## src/hdl/cde_pkg.sv

```systemverilog
package cde_pkg;

	localparam int DIGIT_W     = 4;
	localparam int PACK_DIGITS = 13;
	localparam int PACKED_W    = DIGIT_W * PACK_DIGITS;

	// Key codes carried in the kind field
	localparam logic [2:0] KIND_CLEAR = 3'd0;
	localparam logic [2:0] KIND_BACK  = 3'd1;
	localparam logic [2:0] KIND_POINT = 3'd2;
	localparam logic [2:0] KIND_SIGN  = 3'd3;
	localparam logic [2:0] KIND_DIGIT = 3'd4;

	localparam logic [DIGIT_W-1:0] DIGIT_ZERO = 4'd0;
	localparam logic [DIGIT_W-1:0] DIGIT_TOP  = 4'd9;

	typedef struct packed {
		logic [2:0]         kind;
		logic [DIGIT_W-1:0] digit;
	} key_t;

	typedef struct packed {
		logic [PACKED_W-1:0] digits_packed;
		logic [3:0]          digit_count;
		logic [3:0]          point_position;
		logic                negative;
		logic                entry_full;
	} result_t;

	// Command broadcast to every digit cell
	typedef enum logic [2:0] {
		OP_NONE,
		OP_CLEAR,
		OP_PUSH,
		OP_POP,
		OP_SET
	} cell_op_t;

	typedef struct packed {
		cell_op_t           op;
		logic [DIGIT_W-1:0] data;
	} cell_cmd_t;

	// Entry status after the current key
	typedef struct packed {
		logic [3:0] digit_count;
		logic [3:0] point_position;
		logic       negative;
		logic       entry_full;
	} entry_status_t;

endpackage

```

## src/hdl/cde_cell.sv

```systemverilog
module cde_cell (
	input  logic                       clk,
	input  logic                       arst_n,
	input  cde_pkg::cell_cmd_t         cmd,
	input  logic                       head,
	input  logic                       left_last,
	input  logic                       right_last,
	output logic                       last,
	output logic [cde_pkg::DIGIT_W-1:0] digit,
	output logic [cde_pkg::DIGIT_W-1:0] digit_nxt
);
	import cde_pkg::*;

	logic [DIGIT_W-1:0] digit_q;
	logic               mark_q;
	logic               last_nxt;

	// The head cell stores its tail mark inverted, so a plain reset leaves
	// the tail on the head cell.
	assign last  = mark_q ^ head;
	assign digit = digit_q;

	always_comb begin
		digit_nxt = digit_q;
		last_nxt  = last;
		case (cmd.op)
			OP_CLEAR: begin
				digit_nxt = DIGIT_ZERO;
				last_nxt  = head;
			end
			OP_PUSH: begin
				// take the tail from the left neighbor
				if (left_last) begin
					digit_nxt = cmd.data;
				end
				last_nxt = left_last;
			end
			OP_POP: begin
				// drop the tail digit, hand the tail back left
				if (last) begin
					digit_nxt = DIGIT_ZERO;
				end
				last_nxt = right_last;
			end
			OP_SET: begin
				if (last) begin
					digit_nxt = cmd.data;
				end
			end
			default: begin
			end
		endcase
	end

	always_ff @(posedge clk or negedge arst_n) begin
		if (!arst_n) begin
			digit_q <= DIGIT_ZERO;
			mark_q  <= 1'b0;
		end else begin
			digit_q <= digit_nxt;
			mark_q  <= last_nxt ^ head;
		end
	end

endmodule

```

## src/hdl/cde_ctrl.sv

```systemverilog
module cde_ctrl #(
	parameter int MAX_DIGITS = 13
) (
	input  logic                        clk,
	input  logic                        arst_n,
	input  logic                        take,
	input  cde_pkg::key_t               key,
	input  logic [cde_pkg::DIGIT_W-1:0] head_digit,
	output cde_pkg::cell_cmd_t          cmd,
	output cde_pkg::entry_status_t      status
);
	import cde_pkg::*;

	localparam int CW = $clog2(MAX_DIGITS + 1);
	localparam logic [CW-1:0] ONE  = CW'(1);
	localparam logic [CW-1:0] MAXC = CW'(MAX_DIGITS);

	logic [CW-1:0] count_q, count_nxt;
	logic [CW-1:0] point_q, point_nxt;
	logic          sign_q, sign_nxt;

	always_comb begin
		cmd.op    = OP_NONE;
		cmd.data  = key.digit;
		count_nxt = count_q;
		point_nxt = point_q;
		sign_nxt  = sign_q;
		if (take) begin
			case (key.kind)
				KIND_CLEAR: begin
					cmd.op    = OP_CLEAR;
					count_nxt = ONE;
					point_nxt = '0;
					sign_nxt  = 1'b0;
				end
				KIND_BACK: begin
					if (point_q != '0 && point_q == count_q) begin
						point_nxt = '0;
					end else if (count_q > ONE) begin
						cmd.op    = OP_POP;
						count_nxt = count_q - ONE;
					end else begin
						// lone digit turns into zero
						cmd.op   = OP_SET;
						cmd.data = DIGIT_ZERO;
					end
				end
				KIND_POINT: begin
					if (point_q == '0) begin
						point_nxt = count_q;
					end
				end
				KIND_SIGN: begin
					sign_nxt = ~sign_q;
				end
				KIND_DIGIT: begin
					if (key.digit <= DIGIT_TOP && count_q < MAXC) begin
						if (point_q == '0 && count_q == ONE && head_digit == DIGIT_ZERO) begin
							cmd.op = OP_SET;
						end else begin
							cmd.op    = OP_PUSH;
							count_nxt = count_q + ONE;
						end
					end
				end
				default: begin
				end
			endcase
		end
	end

	always_ff @(posedge clk or negedge arst_n) begin
		if (!arst_n) begin
			count_q <= ONE;
			point_q <= '0;
			sign_q  <= 1'b0;
		end else begin
			count_q <= count_nxt;
			point_q <= point_nxt;
			sign_q  <= sign_nxt;
		end
	end

	assign status.digit_count    = 4'(count_nxt);
	assign status.point_position = 4'(point_nxt);
	assign status.negative       = sign_nxt;
	assign status.entry_full     = (count_nxt >= MAXC);

endmodule

```

## src/hdl/calculator_digit_entry.sv

```systemverilog
// Channel | Handshake          | Payload              | Direction
// key     | key_valid/key_stall | cde_pkg::key_t      | in
// res     | res_valid/res_stall | cde_pkg::result_t   | out
//
// One key per cycle while key_stall is low: a key is applied to the digit cells
// and the entry registers at the edge that accepts it; its result is registered
// at that same edge, into the output register that drives res or else into skid.
// Reset clears the entry to a single zero digit, no point, plus sign.
// A two-entry output queue (output register plus skid register) parts the
// channels: key_stall rises only once both entries hold a waiting result.
module calculator_digit_entry #(
	parameter int MAX_DIGITS = 13
) (
	input  logic             clk,
	input  logic             arst_n,
	input  logic             key_valid,
	output logic             key_stall,
	input  cde_pkg::key_t    key_data,
	output logic             res_valid,
	input  logic             res_stall,
	output cde_pkg::result_t res_data
);
	import cde_pkg::*;

	// Only the first PACK_DIGITS digits reach the packed field
	localparam int NP = (MAX_DIGITS < PACK_DIGITS) ? MAX_DIGITS : PACK_DIGITS;

	logic                take;
	cell_cmd_t           cmd;
	entry_status_t       status;
	logic                last      [MAX_DIGITS];
	logic [DIGIT_W-1:0]  digit     [MAX_DIGITS];
	logic [DIGIT_W-1:0]  digit_nxt [MAX_DIGITS];
	result_t             result;

	result_t out_q, skid_q;
	logic    out_valid_q, skid_valid_q;
	logic    pop;

	assign key_stall = skid_valid_q;
	assign take      = key_valid && !key_stall;
	assign pop       = out_valid_q && !res_stall;

	// Entry registers and command decode
	cde_ctrl #(
		.MAX_DIGITS(MAX_DIGITS)
	) u_ctrl (
		.clk       (clk),
		.arst_n    (arst_n),
		.take      (take),
		.key       (key_data),
		.head_digit(digit[0]),
		.cmd       (cmd),
		.status    (status)
	);

	// Row of digit cells; the tail mark moves between neighbors
	for (genvar i = 0; i < MAX_DIGITS; i++) begin : g_cell
		logic left_last, right_last;
		if (i == 0) begin : g_head
			assign left_last = 1'b0;
		end else begin : g_body
			assign left_last = last[i-1];
		end
		if (i == MAX_DIGITS - 1) begin : g_end
			assign right_last = 1'b0;
		end else begin : g_mid
			assign right_last = last[i+1];
		end
		cde_cell u_cell (
			.clk       (clk),
			.arst_n    (arst_n),
			.cmd       (cmd),
			.head      (i == 0),
			.left_last (left_last),
			.right_last(right_last),
			.last      (last[i]),
			.digit     (digit[i]),
			.digit_nxt (digit_nxt[i])
		);
	end

	// Assemble the result from the state after the key
	always_comb begin
		result.digits_packed = '0;
		for (int i = 0; i < NP; i++) begin
			result.digits_packed[DIGIT_W*i +: DIGIT_W] = digit_nxt[i];
		end
		result.digit_count    = status.digit_count;
		result.point_position = status.point_position;
		result.negative       = status.negative;
		result.entry_full     = status.entry_full;
	end

	// Output queue: fill the output register first, park in skid otherwise
	always_ff @(posedge clk or negedge arst_n) begin
		if (!arst_n) begin
			out_valid_q  <= 1'b0;
			skid_valid_q <= 1'b0;
		end else begin
			if (take) begin
				if (!out_valid_q || pop) begin
					out_valid_q <= 1'b1;
				end else begin
					skid_valid_q <= 1'b1;
				end
			end else if (pop) begin
				if (skid_valid_q) begin
					skid_valid_q <= 1'b0;
				end else begin
					out_valid_q <= 1'b0;
				end
			end
		end
	end

	always_ff @(posedge clk) begin
		if (take) begin
			if (!out_valid_q || pop) begin
				out_q <= result;
			end else begin
				skid_q <= result;
			end
		end else if (pop && skid_valid_q) begin
			out_q <= skid_q;
		end
	end

	assign res_valid = out_valid_q;
	assign res_data  = out_q;

endmodule

```

## config.mk

```make
export PLATFORM = sky130hd
export DESIGN_NAME = calculator_digit_entry
export DESIGN_NICKNAME = d
export VERILOG_FILES = /design/src/hdl/cde_pkg.sv /design/src/hdl/cde_cell.sv /design/src/hdl/cde_ctrl.sv /design/src/hdl/calculator_digit_entry.sv
export SDC_FILE = /design/constraint.sdc
export NUM_CORES = 1
export LEC_CHECK = 0
export BUFFER_PORTS_ARGS = -buffer_cell sky130_fd_sc_hd__buf_2
export CORE_ASPECT_RATIO = 0.5
export CORE_UTILIZATION = 41
export CTS_CLUSTER_SIZE = 20
export DETAILED_ROUTE_END_ITERATION = 7
export PLACE_DENSITY = 0.68
export SYNTH_ARGS = -nofsm -noshare
export SYNTH_HDL_FRONTEND = slang
export SYNTH_SLANG_ARGS = --single-unit
```

## constraint.sdc

```tcl
create_clock -name clk -period 13.24 [get_ports clk]
set_input_delay 2.648 -clock clk [delete_from_list [all_inputs] [get_ports clk]]
set_output_delay 2.648 -clock clk [all_outputs]
set_load 0.01 [all_outputs]
```

==> impl_metrics.yaml <==
final_layout:
  drive_gt1_frac: 0.176
  nets: 825
  stdcell_area_um2: 10100
  layout_common_cells: "nand2_1 (148), edfxtp_1 (124), dfrtp_1 (75)"
  diodes: 0
  final_common_cell: "nand2_1"
  final_core_util: 0.483
  syn_to_final_growth_pct: 13.4
critical_path:
  rr_endpoint: "skid_q[35]$_DFFE_PP_"
  crit_fanout: 19
  r2r-start: "u_ctrl.count_q[3]$_DFF_PN0_"
  r2r_setup_slack_ns: 9.55
  cp.arrival_ns: 5.56
  cp-end-kind: "flop"
  start_kind: "input port"
  cp_data_required_time_ns: 13.42
  criticalPathCategory: "in -> reg"
  r2r_cells: 7
routing:
  wl_per_cell_um: 19.5
  dr.pass1.iters: 5
  antenna_left: 0
  drc: 0
  drt_iter0_drc: 707
  vias: 6401
  viasPerCell: 5.74
  finalWirelength_um: 21800
clocking:
  root_buffer: "clkbuf_16"
  cts.sinks: 200
  ctsHoldBuffers: 0
  cts_buffer_depth: 2
  cts_made_buffers: 17
  insertion_delay_ns: 0.45
  clkTransAtPathRegs_ns: 0.08
  cts_setup_buffers: 0
  cts-htree-levels: 4
  cts_tree: "built"
  ctsResizeCount: 0
yosys:
  seq_area_frac_synth: 0.633
  synthFlopType: "edfxtp_1"
  syn_avg_cell_area_um2: 11.6
  synth_seq_cells: 200
  synth.cell_area_um2: 8880
  syn_inst: 765
  postSynth.asyncResetShare: 0.380
  ys_types: 66
  synth_nets: 779
  ys_warn_count: 0
  synth_edf_count: 124
run_status:
  outcome: "complete, no violations"
power:
  p_per_area_nw_per_um2: 181
  peakVddDrop_uv: 110
  p_leak_uw: 0.00404
  total_power_uw: 1820
floorplanning:
  dieWidth_um: 210
  num_rows: 37
  dieArea_um2: 22300
  fp.dieH_um: 106
  core_um2: 20900
  initial_core_util: 0.426
  ioPinCount: 75
grt:
  grt_pass1_vias: 6318
  grt_max_degree: 100
  grt_pass1_wl_um: 35200
  gr-total-overflow: 0
  antenna_found_initial: 0
  globalRouteTotalUtil: 0.206
placed_design:
  hpwl_um: 14000
  gp_congestion: 0.855
  placed_area_um2: 9470
  portBuffers: 74
timing:
  setup_viol: 0
  max_freq_mhz: 186
  hold_violations: 0
  slew_headroom: 0.188
  period_share: 0.406
  final.setup.tns_ns: 0
  finClkSkew_ns: 0.0140
  finalMaxSlewViolations: 0
  grt_setup_unrepaired: "no"
  tightest_slew_ns: 1.22
  final.min_clock_period_ns: 5.38
  hold_slack_ns: 0.501
worst_hold_path:
  worstHoldStart: "g_cell[7].u_cell.digit[1]$_DFF_PN0_"
  hold_class: "reg -> reg"
  min_to: "g_cell[7].u_cell.digit[1]$_DFF_PN0_"
  holdPathStages: 2
flow_run:
  max_cap_violations: 0
==> power by group <==
group,internal (uW),switching [uW]
sequential,814,53.2
clock,272,256
combinational,130,294
total,1220,603
==> worst max-delay path, cell delays in order <==
cell	delay, ns
buf_2	0.22
a211oi_2	0.96
o221ai_1	0.85
a32o_1	0.50
o22ai_1	0.25
o21ai_0	0.12
==> metrics by stage <==
stage | worst slack, ns | cells
after global placement | 7.54 | 1084
after detailed placement | 7.47 | 1084
final | 7.86 | 1116
after global routing | 7.66 | 1116
after floorplan | 6.48 | 765
after CTS | 7.97 | 1116
==> state kept, by name, summed over array words and instances (netlist names), named ones only <==
signal                count
g_cell.u_cell.digit      52
res_data                 62
u_ctrl.count_q            4
res_valid                 1
key_stall                 1
u_ctrl.sign_q             1
g_cell.u_cell.mark_q     12
skid_q                   62
u_ctrl.point_q            4
==> synth_stat cells (all sizes together), types with 4 or more instances <==
library cell    n  area, um2
a21o            7       52.6
a21oi          18        109
a221oi          5       50.0
a222oi         10        100
a22o           10       87.6
a22oi          12       90.1
a2bb2oi        12        105
a31oi          12       75.1
a32o            8       80.1
and2            5       31.3
and3            6       37.5
buf            17       92.6
clkbuf         36        135
dfrtp          75       1880
edfxtp        124       3720
inv            15       56.3
nand2         148        556
nand2b          9       56.3
nand3          18       90.1
nor2           39        146
nor2b           4       25.0
nor3            8       40.0
nor3b           9       78.8
nor4            4       25.0
o211ai         26        195
o21ai          57        285
o21bai          5       37.5
o221a           6       67.6
o22ai          11        119
xnor2           4       35.0
==> logic make-up after synthesis <==
family | after synthesis | share of synthesized area
muxes | 5 | 0.00606
AOI/OAI and AO/OA | 221 | 0.186
DFF | 200 | 0.633
and+or+nand+nor | 263 | 0.133
buffers and inverters | 69 | 0.0330
adders and majority gates | 3 | 0.00423
xor gates and xnor gates | 4 | 0.00394
==> layer usage <==
| metal | track usage | up-vias | part of all wire |
|---|---|---|---|
| li1 | - | 2959 | - |
| met1 | 0.306 | 3207 | 0.48 |
| met2 | 0.308 | 218 | 0.45 |
| met3 | 0.0352 | 17 | 0.062 |
| met4 | 0.0636 | 0 | 0.011 |
| met5 | 0 | - | 0 |
==> how the worst max path moves through the flow <==
stage / endpoint / from / slack (ns) / depth (start not counted)
3_5_place_dp: res_data[0]$_DFFE_PP_ / key_data[6] / 7.47 / 6
4_1_cts: res_data[20]$_DFFE_PP_ / key_data[4] / 7.97 / 8
3_3_place_gp: res_data[0]$_DFFE_PP_ / key_data[6] / 7.54 / 6
6_report: res_data[0]$_DFFE_PP_ / key_data[6] / 7.86 / 6
5_1_grt: res_data[0]$_DFFE_PP_ / key_data[6] / 7.66 / 6
2_1_floorplan: res_data[0]$_DFFE_PP_ / key_valid / 6.48 / 4
==> cell type report <==
cell class | count | area (um2)
tap | 292 | 365
sequential | 200 | 5630
clock inverter | 14 | 180
clock buffer | 18 | 429
timing repair buffer | 81 | 425
fill | 1854 | 10800
multi-input combinational | 496 | 2990
inverter | 15 | 56.3
No activity file was read; power rests on OpenSTA's default activity.
